### src/hdl/smstep_pkg.sv
package smstep_pkg;

    localparam int CODE_AW  = 10;
    localparam int STK_AW   = 8;
    localparam int STK_DW   = 9;
    localparam int RS_AW    = 6;
    localparam int RS_DW    = 7;
    localparam int REG_AW   = 3;
    localparam int NUM_REGS = 8;
    localparam int RAM_AW   = 8;
    localparam int RAM_WORDS = 256;

    localparam logic [1:0] REQ_WRITE   = 2'd0;
    localparam logic [1:0] REQ_EXEC    = 2'd1;
    localparam logic [1:0] REQ_RESTART = 2'd2;

    localparam logic [2:0] ST_OK    = 3'd0;
    localparam logic [2:0] ST_UNDER = 3'd1;
    localparam logic [2:0] ST_OVER  = 3'd2;
    localparam logic [2:0] ST_DIV0  = 3'd3;
    localparam logic [2:0] ST_BAD   = 3'd4;
    localparam logic [2:0] ST_CALL  = 3'd5;

    localparam logic [4:0] OP_HLT  = 5'd0;
    localparam logic [4:0] OP_PUSH = 5'd1;
    localparam logic [4:0] OP_POP  = 5'd2;
    localparam logic [4:0] OP_ADD  = 5'd3;
    localparam logic [4:0] OP_SUB  = 5'd4;
    localparam logic [4:0] OP_DIV  = 5'd5;
    localparam logic [4:0] OP_MUL  = 5'd6;
    localparam logic [4:0] OP_SQRT = 5'd7;
    localparam logic [4:0] OP_SIN  = 5'd8;
    localparam logic [4:0] OP_COS  = 5'd9;
    localparam logic [4:0] OP_OUT  = 5'd10;
    localparam logic [4:0] OP_IN   = 5'd11;
    localparam logic [4:0] OP_DUMP = 5'd12;
    localparam logic [4:0] OP_JMP  = 5'd13;
    localparam logic [4:0] OP_JA   = 5'd14;
    localparam logic [4:0] OP_JAE  = 5'd15;
    localparam logic [4:0] OP_JB   = 5'd16;
    localparam logic [4:0] OP_JBE  = 5'd17;
    localparam logic [4:0] OP_JE   = 5'd18;
    localparam logic [4:0] OP_JNE  = 5'd19;
    localparam logic [4:0] OP_CALL = 5'd20;
    localparam logic [4:0] OP_RET  = 5'd21;

    typedef enum logic [2:0] {
        S_IDLE,
        S_FETCH,
        S_EXEC,
        S_RAMRD,
        S_ITER,
        S_RESP
    } fsm_t;

    typedef struct packed {
        logic start;
        logic is_sqrt;
    } iter_ctl_t;

endpackage

### src/hdl/smstep_iter.sv
// Shared multi-cycle unit: signed truncating divide (32 steps) or floor sqrt (16 steps).
module smstep_iter
    import smstep_pkg::*;
(
    input  logic        clk,
    input  logic        rst_n,
    input  iter_ctl_t   ctl,
    input  logic [31:0] opa,
    input  logic [31:0] opb,
    output logic        done,
    output logic [31:0] result
);

    logic        busy_reg, done_reg, sqrt_reg, neg_reg;
    logic [5:0]  cnt_reg;
    logic [31:0] acc_reg, quo_reg, div_reg;
    logic [32:0] rem_reg;
    logic [31:0] acc_next, quo_next;
    logic [32:0] rem_next;
    logic [32:0] rem_sh, trial;

    always_comb
    begin
        if (sqrt_reg)
        begin
            rem_sh   = {rem_reg[30:0], acc_reg[31:30]};
            trial    = {quo_reg[30:0], 2'b01};
            acc_next = {acc_reg[29:0], 2'b00};
        end
        else
        begin
            rem_sh   = {rem_reg[31:0], acc_reg[31]};
            trial    = {1'b0, div_reg};
            acc_next = {acc_reg[30:0], 1'b0};
        end
        if (rem_sh >= trial)
        begin
            rem_next = rem_sh - trial;
            quo_next = {quo_reg[30:0], 1'b1};
        end
        else
        begin
            rem_next = rem_sh;
            quo_next = {quo_reg[30:0], 1'b0};
        end
    end

    always_ff @(posedge clk or negedge rst_n)
    begin
        if (!rst_n)
        begin
            busy_reg <= 1'b0;
            done_reg <= 1'b0;
            cnt_reg  <= '0;
        end
        else if (ctl.start)
        begin
            busy_reg <= 1'b1;
            done_reg <= 1'b0;
            cnt_reg  <= ctl.is_sqrt ? 6'd16 : 6'd32;
        end
        else if (busy_reg)
        begin
            cnt_reg <= cnt_reg - 6'd1;
            if (cnt_reg == 6'd1)
            begin
                busy_reg <= 1'b0;
                done_reg <= 1'b1;
            end
        end
    end

    always_ff @(posedge clk)
    begin
        if (ctl.start)
        begin
            sqrt_reg <= ctl.is_sqrt;
            neg_reg  <= opa[31] ^ opb[31];
            acc_reg  <= (!ctl.is_sqrt && opa[31]) ? -opa : opa;
            div_reg  <= opb[31] ? -opb : opb;
            rem_reg  <= '0;
            quo_reg  <= '0;
        end
        else if (busy_reg)
        begin
            acc_reg <= acc_next;
            rem_reg <= rem_next;
            quo_reg <= quo_next;
        end
    end

    assign done   = done_reg;
    assign result = (!sqrt_reg && neg_reg) ? -quo_reg : quo_reg;

endmodule

### config.mk
export PLATFORM = sky130hd
export DESIGN_NAME = smstep_iter
export DESIGN_NICKNAME = d
export VERILOG_FILES = /design/src/hdl/smstep_pkg.sv /design/src/hdl/smstep_iter.sv
export SDC_FILE = /design/constraint.sdc
export NUM_CORES = 1
export LEC_CHECK = 0
export BUFFER_PORTS_ARGS = -buffer_cell sky130_fd_sc_hd__buf_4
export CORE_MARGIN = 10
export CORE_UTILIZATION = 35
export CTS_BUF_LIST = sky130_fd_sc_hd__clkbuf_8 sky130_fd_sc_hd__clkbuf_16
export DETAILED_ROUTE_END_ITERATION = 8
export PLACE_DENSITY_LB_ADDON = 0.1
export SYNTH_ARGS = -nofsm -noshare
export SYNTH_HDL_FRONTEND = slang
export SYNTH_SLANG_ARGS = --single-unit
### constraint.sdc
create_clock -name clk -period 10.81 [get_ports clk]
set_clock_uncertainty 0.15 [all_clocks]
set_input_delay 2.162 -clock clk [delete_from_list [all_inputs] [get_ports clk]]
set_output_delay 2.162 -clock clk [all_outputs]
set_load 0.05 [all_outputs]
**Word level (Yosys, flattened, before mapping)**

Cells that the tools add are included.

- Bits of input ports: 68
- Logic and storage cells: 44
- Bits in registers: 138

- Eq/ne operators: 1
- $lt $le $gt $ge: 1
- Bitwise gates (word level): 1
- Reductions and logical operators: 7
- Add/sub/neg operators: 5
- Multiplexer cells: 19

Operator list:

| operator | count |
|---|---|
| 32-bit 2-to-1 mux | 6 |
| 32-bit negator | 3 |
| 33-bit 2-to-1 mux | 2 |
| 33-bit greater-or-equal comparator | 1 |
| 32-bit subtractor | 1 |
| 31-bit 2-to-1 mux | 1 |
| 6-bit 2-to-1 mux | 3 |
| 1-bit 2-to-1 mux | 7 |
| 6-bit by 1-bit equality test with 1-bit output (second input constant) | 1 |
| 6-bit by 1-bit subtractor with 6-bit output (second input constant) | 1 |
| 2-bit nonzero test | 2 |
| 1-bit logical AND | 2 |
| 1-bit logical NOT | 2 |
| 2-bit AND reduction | 1 |
| 1-bit bitwise XOR | 1 |

**Longest topological paths before layout**

Gate-level depths: netlist of the first run.

- Word-level depth: 4
- Depth in mapped cells: 18
- Depth with buffers taken out: 13

**Worst setup path after synthesis of the first run**

Ideal clock, no wire load.

- Path kind: reg2out
- Start: register quo_reg[2]
- End: output result[22]
- Data required time: 8.498 ns
- Stages on the path, launching flop included: 8
- Path slack: 5.972 ns
- Data arrival time: 2.526 ns
- Buffers on the path: 1
- Cell sequence: dfxtp_1 -> clkbuf_1 -> nor4_1 -> nand2_1 -> o31ai_1 -> o21a_1 -> o21ai_0 -> xor2_1

- Longest elaborated chain between the ends: 2

Ends and longest elaborated chain:

| item | RTL line | RTL |
|---|---|---|
| from (decl) | smstep_iter.sv:16 | `logic [31:0] acc_reg, quo_reg, div_reg;` |
| from (signal assigned) | smstep_iter.sv:88 | `quo_reg <= quo_next;` |
| 32-bit negator | smstep_iter.sv:93 | `assign result = (!sqrt_reg && neg_reg) ? -quo_reg : quo_reg;` |
| 32-bit 2-to-1 mux | smstep_iter.sv:93 |  |
| to (decl) | smstep_iter.sv:11 | `output logic [31:0] result` |

Every way passes these cells.

**Worst setup path in the final report of the first run**

- Start: register sqrt_reg
- End: output result[22]

- Longest elaborated chain between the ends: 3

Ends and longest elaborated chain:

| item | RTL line | RTL |
|---|---|---|
| from (decl) | smstep_iter.sv:14 | `logic busy_reg, done_reg, sqrt_reg, neg_reg;` |
| from (signal assigned) | smstep_iter.sv:77 | `sqrt_reg <= ctl.is_sqrt;` |
| 1-bit logical NOT | smstep_iter.sv:93 |  |
| 1-bit logical AND | smstep_iter.sv:93 |  |
| 32-bit 2-to-1 mux | smstep_iter.sv:93 |  |

Every way passes these cells.

==> results of run 1 <==
[power breakdown]
group	internal [W]	switching, W	total [W]
clock network	0.000348	0.000248	0.000596
logic	0.000527	0.000768	0.00130
registers	0.000646	0.0000671	0.000713
[worst max path at each step]
stage	startpoint	endpoint	slack [ns]	depth (start not counted)
floorplan	quo_reg[2]	result[22]	5.97	7
global placement	sqrt_reg	result[28]	5.18	7
detailed placement	sqrt_reg	result[28]	5.16	7
CTS	sqrt_reg	result[28]	4.69	7
global route	sqrt_reg	result[28]	4.51	7
finish	sqrt_reg	result[22]	4.78	7
[logic make-up (layout without fill, tap and decap cells)]
family	Yosys count	count (layout)
buffers and inverters	95	162
AND/OR/NAND/NOR	325	325
AO/OA/AOI/OAI	261	261
adder cells (fa/ha/maj)	39	39
flip-flops	138	138
multiplexers	131	131
XOR/XNOR	118	118
[tightest hold or removal path, delay by kind of cell (launching register included)]
family          cells  cell delay, ns
flops               1            0.32
simple gates        1            0.05
compound gates      1            0.05
[final cells by class]
class                   instances  share of cell area [%]
flip-flops and latches        138                    30.0
repair buffers                109                    7.09
multi-input cells             874                    53.0
well taps                     378                    4.10
clock buffers                  18                    3.80
inverters                      21                   0.683
clock inverters                14                    1.28
[metrics by stage]
stage	setup slack (ns)	util (%)	cells
5_1_grt	4.51	41.3	1552
6_report	4.78	41.3	1552
3_5_place_dp	5.16	39.2	1520
4_1_cts	4.69	41.3	1552
2_1_floorplan	5.97	-	1107
3_3_place_gp	5.18	39.2	1520
[placed cells by master, fill, tap and decap left out, drive strengths merged, types with 9 or more instances in the layout]
cell type / instances
nor2: 121
buf: 109
mux2i: 96
nand2: 85
o21ai: 74
xnor2: 69
edfxtp: 66
dfxtp: 64
a21oi: 63
xor2: 49
ha: 38
mux2: 35
a211oi: 30
inv: 25
nor3: 23
a21o: 20
clkbuf: 18
o31ai: 17
nor4: 15
nand2b: 13
nand3: 13
nor2b: 12
nand4: 12
o41ai: 11
o21a: 9
[layer usage]
metal  GRT usage, %  vias up
met2           21.1      147
met4           3.14        0
met3           2.97       14
met1           22.4     3796
li1               -     4123
met5              0        -
[cell usage after synthesis (all sizes together), types with 5 or more instances]
cell type	count
clkbuf	49
nand4	12
nor2b	12
o21a	9
a21o	20
edfxtp	66
o41ai	11
nor4	15
inv	21
xnor2	69
ha	38
nand3	13
or3	8
dfrtp	8
mux2i	96
nor2	121
a21oi	63
a31oi	6
dfxtp	64
xor2	49
o21ai	74
a211oi	30
o21bai	6
mux2	35
o31ai	17
or2	5
nor3	23
nand2	85
or4	8
nand2b	13
buf	25
==> flow_summary.yaml, run 1 <==
clocking:
  post_cts_buffers: 0
  ctsHoldBuffers: 0
  clock_latency_ns: 0.43
  clkSinkCount: 138
  htreeDepth: 4
  cts_resized: 0
  cts_tree: "done"
  clk_pin_slew_worst_paths_ns: 0.06
  numCtsBuffers: 17
  cts_root_buf: "clkbuf_16"
  cts_buffer_depth: 2
floorplan:
  rows: 61
  die_x_um: 189
  ios: 101
  die_height_um: 189
  core_um2: 27900
  fp.dieArea_um2: 35600
  start_util_pct: 35.7
synth:
  yosysSeqAreaShare_pct: 34.8
  synth_compound_area_share_pct: 16.9
  syn_area_per_cell_um2: 9.00
  ys_warn_count: 0
  yosys_most_used_dff: "edfxtp_1"
  synthTopCellsByArea: "edfxtp_1 20%, dfxtp_1 13%, mux2i_1 9.6%, xnor2_1 6.1%, ha_1 4.8%"
  muxShareOfSynthArea_pct: 13.6
  synth_seq_cells: 138
  syn_nets: 1214
  synth_simple_gate_area_share_pct: 15.5
  synth_cells: 1107
  synth_top_family_by_area: "compound AO/OA/AOI/OAI gates"
  postSynth.asyncResetShare_pct: 5.80
  synth_top_area_share_pct: 19.9
  synthAdderAreaFrac_pct: 4.97
  ys_types: 64
  synth-edff-count: 66
  syn-cell-area_um2: 9960
  synth-xor-area-share_pct: 10.4
  post-synth-top-area-cell: "edfxtp_1"
cells_and_area:
  final_nets: 1268
  seqCellArea_um2: 3470
  drive_gt1_share_pct: 16.4
  n_antenna_cell: 0
  num-fill-cells: 2860
  syn_to_final_growth_pct: 15.9
  stdcell_area_um2: 11500
  multiInputGateArea_um2: 6120
route:
  routed-wl-met2_um: 11300
  wl_per_cell_um: 17.3
  dr.first_iter.drc_count: 553
  drc: 0
  vias: 8080
  routed-wl-met3_um: 1030
  drt_first_pass_iters: 5
  vias_per_cell: 5.21
  wl_um: 26900
  ant_nets: 0
  wirelength_met1_um: 14400
  top_layer_used: "met4"
critical_path:
  required_ns: 8.50
  path_buf_inv: 3
  rr_worst_depth: 14
  rr_startpoint: "sqrt_reg"
  max_stage_delay_ns: 0.68
  crit_family: "buffers and inverters"
  r2r_slack_ns: 5.20
  regToRegEndpoint: "rem_reg[2]"
  cp_common_cell: "buf_4"
  crit_path_top_delay_cell: "buf_4"
  path_class: "flip-flop to output port"
  crit_fanout: 64
  arrival_ns: 3.71
  cp_cell_sequence: "buf_4, buf_4, nand2b_1, o21a_1, o21ai_0, xor2_1, buf_4"
  critPathCaptureType: "output port"
  cp-start-kind: "flip-flop"
placed_design:
  place_area_um2: 11000
  globalplace.congestion: 0.857
  io_buffers: 100
  dp_hpwl_um: 20300
sta:
  tns_ns: 0
  rsz0062_at_grt: "no"
  slew_viol_final: 0
  finalSetupViolCount: 0
  holdWs_ns: 0.316
  period_needed_ns: 6.03
  timing.fmax_mhz: 166
  slew_headroom_pct: 20.1
  final_hold_viol_count: 0
  worst_slew_pin_slew_ns: 1.20
  finalCritPeriodShare_pct: 55.7
power_and_ir_drop:
  ir_drop_v: 0.000108
  p_per_area_nw_per_um2: 226
  power_leakage_nw: 5.04
  power.total_w: 0.00260
grt:
  antenna_found_initial: 0
  grt_max_degree: 78
  grt_pass1_wl_um: 43300
  grt_pass1_vias: 7881
  gr-usage-all-layers_pct: 14.9
  grt_overflow: 0
worst_hold_path:
  whs_endpoint: "rem_reg[25]"
  min_path_cells: 2
  holdCritStartpoint: "rem_reg[25]"
  min_path_type: "flip-flop to flip-flop"
outcome:
  status: "finished clean"
job:
  max_cap_violations: 0
Power figures use the tool's default switching activity.
==> run 2: changes to the inputs <==
--- a/config.mk
+++ b/config.mk
@@ -5,6 +5,7 @@
 export SDC_FILE = /design/constraint.sdc
 export NUM_CORES = 1
 export LEC_CHECK = 0
+export ABC_AREA = 1
 export BUFFER_PORTS_ARGS = -buffer_cell sky130_fd_sc_hd__buf_4
 export CORE_MARGIN = 10
 export CORE_UTILIZATION = 35
==> constraint.sdc (replaced) <==
create_clock -name clk -period 5.2 [get_ports clk]
set_clock_uncertainty 0.15 [all_clocks]
set_input_delay 1.04 -clock clk [delete_from_list [all_inputs] [get_ports clk]]
set_output_delay 1.04 -clock clk [all_outputs]
set_load 0.05 [all_outputs]
==> run 2 against run 1 <==
Against the previous run: final area increased by 10%; sequential power increased by 110%; worst setup slack got worse by 3.8 ns; global-route usage increased by 3.9 points; synthesized cell count increased by 55%; sequential share of layout area decreased by 2.9 points; register-to-register slack got worse by 3.9 ns; wire length increased by 36%; largest cell class unchanged.
==> flow_summary.yaml, run 2 <==
critical_path:
  critPathCaptureType: "output port"
  r2r_slack_ns: 1.26
  arrival_ns: 3.03
  cp-start-kind: "flip-flop"
  required_ns: 4.01
  crit_fanout: 20
  path_class: "flip-flop to output port"
grt:
  antenna_found_initial: 0
  grt_max_degree: 130
  gr-usage-all-layers_pct: 18.7
  grt_overflow: 0
  grt_pass1_vias: 10400
  grt_pass1_wl_um: 57600
placed_design:
  place_inst: 2165
  globalplace.congestion: 0.944
  dp_hpwl_um: 28300
  io_buffers: 100
floorplan:
  die_x_um: 198
  ios: 101
  fp.dieArea_um2: 39300
  die_height_um: 198
  rows: 65
  start_util_pct: 35.3
  core_um2: 31500
worst_hold_path:
  min_path_type: "input pin to async pin"
route:
  vias_per_cell: 5.03
  wl_um: 36600
  drt_first_pass_iters: 5
  drc: 0
  dr.first_iter.drc_count: 842
  vias: 11100
  wl_per_cell_um: 16.6
  ant_nets: 0
synth:
  synth_top_area_share_pct: 17.8
  yosysMostFrequentCell: "nand2_1"
  synth-edff-count: 66
  syn-cell-area_um2: 11100
  yosysSeqAreaShare_pct: 31.2
  synth_simple_gate_area_share_pct: 33.9
  synth_top_family_by_area: "simple AND/OR/NAND/NOR gates"
  syn_nets: 1823
  ys_warn_count: 0
  muxShareOfSynthArea_pct: 0
  ys_types: 45
  postSynth.asyncResetShare_pct: 5.80
  syn_area_per_cell_um2: 6.47
  yosys_most_used_dff: "edfxtp_1"
  synthAdderAreaFrac_pct: 4.46
  synth-xor-area-share_pct: 5.44
  synth_cells: 1716
  synth_compound_area_share_pct: 13.2
  post-synth-top-area-cell: "edfxtp_1"
  synthTopCellsByCount: "463 x nand2_1, 255 x inv_1, 154 x nor2_1, 145 x o21ai_0, 127 x nand3_1"
  synthTopCellsByArea: "edfxtp_1 18%, nand2_1 16%, dfxtp_1 12%, inv_1 8.6%, o21ai_0 6.5%"
  synth_seq_cells: 138
clocking:
  clk_pin_slew_worst_paths_ns: 0.06
  cts_resized: 0
  post_cts_buffers: 0
  cts_root_buf: "clkbuf_16"
  cts_tree: "done"
  ctsHoldBuffers: 0
  clock_latency_ns: 0.45
  clkSinkCount: 138
  numCtsBuffers: 17
  cts_buffer_depth: 2
  htreeDepth: 4
sta:
  timing.fmax_mhz: 237
  tns_ns: 0
  final_hold_viol_count: 0
  finalSetupViolCount: 0
  period_needed_ns: 4.22
  slew_viol_final: 0
  slew_headroom_pct: 20.4
  worst_slew_pin_slew_ns: 1.19
  finalCritPeriodShare_pct: 81.2
  rsz0062_at_grt: "no"
cells_and_area:
  n_antenna_cell: 0
  syn_to_final_growth_pct: 14.7
  final_nets: 1889
  instances_no_fill: 2197
  drive_gt1_share_pct: 11.3
  final_common_cell: "nand2_1"
  mostFrequentLayoutCells: "463 x nand2_1, 255 x inv_1, 154 x nor2_1"
power_and_ir_drop:
  power.total_w: 0.00605
  ir_drop_v: 0.000306
  p_per_area_nw_per_um2: 475
  power_leakage_nw: 6.21
outcome:
  status: "finished clean"
job:
  max_cap_violations: 0
run 2: final timing paths:
path,startpoint,end,depth (start not counted)
setup / recovery,sqrt_reg,result[26],10
setup reg to reg,sqrt_reg,rem_reg[1],14
hold / removal,rst_n,cnt_reg[5],1
max in group asynchronous,rst_n,done,1
min in group clk,rem_reg[31],rem_reg[31],2
hold reg to reg,rem_reg[31],rem_reg[31],2
run 2: power breakdown:
part           switching [W]  internal (W)
clock network       0.000512      0.000695
logic                0.00230       0.00105
registers           0.000121       0.00136
total                0.00294       0.00311
run 2: layout make-up:
class                           count  area [um2]
Inverter                          269        1010
Tap cell                          402         503
Fill cell                        3417       18700
Timing Repair Buffer              112         853
Multi-Input combinational cell   1244        6330
Clock inverter                     11        80.1
Clock buffer                       21         503
Sequential cell                   138        3460
run 2: metal layers:
metal / routed length, um / GRT usage [%] / vias to the layer above
met3: 1870 / 3.41 / 31
li1: - / - / 5701
met5: 0 / 0 / -
met2: 16100 / 29.0 / 257
met1: 18000 / 25.9 / 5064
met4: 588 / 5.44 / 0
run 2: critical path, stage by stage, from the launching register on:
cell and delay (ns):
edfxtp_1 0.42, inv_1 0.36, nand2_1 0.09, buf_4 0.21
inv_1 0.46, nand2_1 0.17, o21ai_1 0.18, o21bai_1 0.24
nor2_1 0.09, xor2_1 0.14, buf_4 0.21
run 2: cells by family after synthesis:
logic type | after synthesis
fa+ha+maj | 39
buf+inv | 334
compound gates | 267
xor+xnor | 69
simple gates | 869
flops | 138
run 2: through the flow:
| stage | utilization, % | setup WS, ns | instance area (um2) | hold WS (ns) |
|---|---|---|---|---|
| 3_3_place_gp | 38.6 | 1.25 | 12200 | 0.294 |
| 6_report | 40.5 | 0.976 | 12700 | 0.262 |
| 2_1_floorplan | - | 1.85 | 11100 | 0.276 |
| 5_1_grt | 40.5 | 0.702 | 12700 | 0.252 |
| 4_1_cts | 40.5 | 0.941 | 12700 | 0.243 |
| 3_5_place_dp | 38.6 | 1.30 | 12200 | 0.294 |
==> run 3: changes to the inputs <==
==> constraint.sdc (replaced) <==
create_clock -name clk -period 3.6 [get_ports clk]
set_clock_uncertainty 0.15 [all_clocks]
set_input_delay 0.72 -clock clk [delete_from_list [all_inputs] [get_ports clk]]
set_output_delay 0.72 -clock clk [all_outputs]
set_load 0.05 [all_outputs]
==> run 3 against run 2 <==
Against the previous run: utilization up 1.1 points; clock power up 52%; via count up 1.4%; register-to-register slack worse by 1.1 ns; non-clock buffer count up 39; worst setup slack worse by 0.78 ns; sequential power up 45%; total power up 49%; wire length down 0.83%.
==> flow_summary.yaml, run 3 (synthesis gave the netlist of run 2 again) <==
placed_design:
  io_buffers: 100
  globalplace.congestion: 0.927
  pre_cts_ws_ns: 0.262
  place_area_um2: 12500
  place_inst: 2203
  dp_hpwl_um: 28300
job:
  max_cap_violations: 0
critical_path:
  crit_fanout: 22
  required_ns: 3.83
  path_class: "flip-flop to flip-flop"
  arrival_ns: 3.64
  cp-start-kind: "flip-flop"
  critPathCaptureType: "flip-flop"
cells_and_area:
  mostFrequentLayoutCells: "461 x nand2_1, 256 x inv_1, 154 x nor2_1"
  instances_no_fill: 2236
  drive_gt1_share_pct: 13.3
  fin_util_pct: 41.6
  n_antenna_cell: 0
  final_common_cell: "nand2_1"
  stdcell_area_um2: 13100
  syn_to_final_growth_pct: 17.9
  final_nets: 1928
floorplan:
  core_um2: 31500
  ios: 101
  rows: 65
  fp.dieArea_um2: 39300
  die_height_um: 198
  start_util_pct: 35.3
  die_x_um: 198
sta:
  slew_headroom_pct: 39.0
  finalCritPeriodShare_pct: 94.7
  setup_slack_ns: 0.192
  timing.fmax_mhz: 293
  final_hold_viol_count: 0
  slew_viol_final: 0
  finalSetupViolCount: 0
  period_needed_ns: 3.41
  holdWs_ns: 0.303
  worst_slew_pin_slew_ns: 0.915
clocking:
  numCtsBuffers: 17
  cts_buffer_depth: 2
  clock_latency_ns: 0.45
  clk_pin_slew_worst_paths_ns: 0.06
  clkSinkCount: 138
  htreeDepth: 4
  cts_root_buf: "clkbuf_16"
  cts_tree: "done"
grt:
  grt_pass1_wl_um: 57800
  antenna_found_initial: 1
  grt_max_degree: 88
  grt_pass1_vias: 10700
  grt_overflow: 0
  gr-usage-all-layers_pct: 18.7
route:
  wl_um: 36300
  ant_nets: 0
  dr.first_iter.drc_count: 873
  wl_per_cell_um: 16.2
  drc: 0
  drt_first_pass_iters: 5
  vias: 11200
  vias_per_cell: 5.01
outcome:
  status: "finished clean"
power_and_ir_drop:
  ir_drop_v: 0.000440
  power_leakage_nw: 6.44
  p_per_area_nw_per_um2: 688
worst_hold_path:
  min_path_type: "flip-flop to flip-flop"
==> run 3: cell types whose count changed in the layout (fill, tap and decap cells not counted), sizes merged <==
cell / delta
clkbuf: -4
clkinvlp: -2
buf: +38
clkinv: +4
dlygate4sd3: +1
bufinv: +3
inv: -1
==> run 3: stage by stage <==
stage               setup TNS, ns  total power, W
CTS                             0         0.00905
floorplan                       0         0.00573
detailed placement              0         0.00716
global route             -0.00782         0.00976
finish                          0         0.00901
global placement                0         0.00717
==> run 3: critical path, cell delays in order (launching register included) <==
cell and delay [ns]:
edfxtp_1 0.42, inv_1 0.13, buf_4 0.22, o21ai_0 0.54, ha_1 0.44, nand2_2 0.14
inv_2 0.04, a21oi_2 0.17, nand2_1 0.09, nand2_1 0.07, nand3_2 0.08, nor2_4 0.16
buf_4 0.31, nand4_1 0.13, nand3_1 0.11, nand2_1 0.06, inv_1 0.06
==> run 3: where the power goes <==
part	internal [W]	switching, W	total (W)
logic	0.00172	0.00332	0.00504
clock network	0.00109	0.000746	0.00184
registers	0.00197	0.000168	0.00214
total	0.00478	0.00423	0.00901
==> run 3: timing repair <==
action,in CTS,in global routing
resized for setup,2,7
pin swaps,0,1
buffers inserted,0,0
gates cloned,0,0
endpoints found under the hold margin,8,0
hold buffers,1,0
endpoints found under the setup margin,12,14
==> run 3: cell type report <==
cell class / instances / area [um2]
clock buffer: 17 / 425
timing repair buffer: 151 / 1180
multi-input combinational: 1244 / 6340
tap: 402 / 503
fill: 3368 / 18400
inverter: 269 / 1010
sequential: 138 / 3460
clock inverter: 15 / 175
==> run 3: final timing paths <==
path                                   from           to  slack, ns  cells after the start
worst min register to register  rem_reg[31]  rem_reg[31]       0.30                      2
worst min-delay path            rem_reg[31]  rem_reg[31]       0.30                      2
worst max-delay path               sqrt_reg   rem_reg[6]       0.19                     16
min in group asynchronous             rst_n         done       0.55                      2
max in group asynchronous             rst_n   cnt_reg[4]       2.61                      2
worst max register to register     sqrt_reg   rem_reg[6]       0.19                     16
==> run 3: layer usage <==
| metal | global-route usage (%) | vias up | share of wire (%) |
|---|---|---|---|
| met3 | 3.02 | 34 | 4.6 |
| met5 | 0 | - | 0.025 |
| met1 | 26.0 | 5117 | 49 |
| met2 | 28.8 | 274 | 44 |
| li1 | - | 5784 | - |
| met4 | 5.64 | 2 | 1.8 |
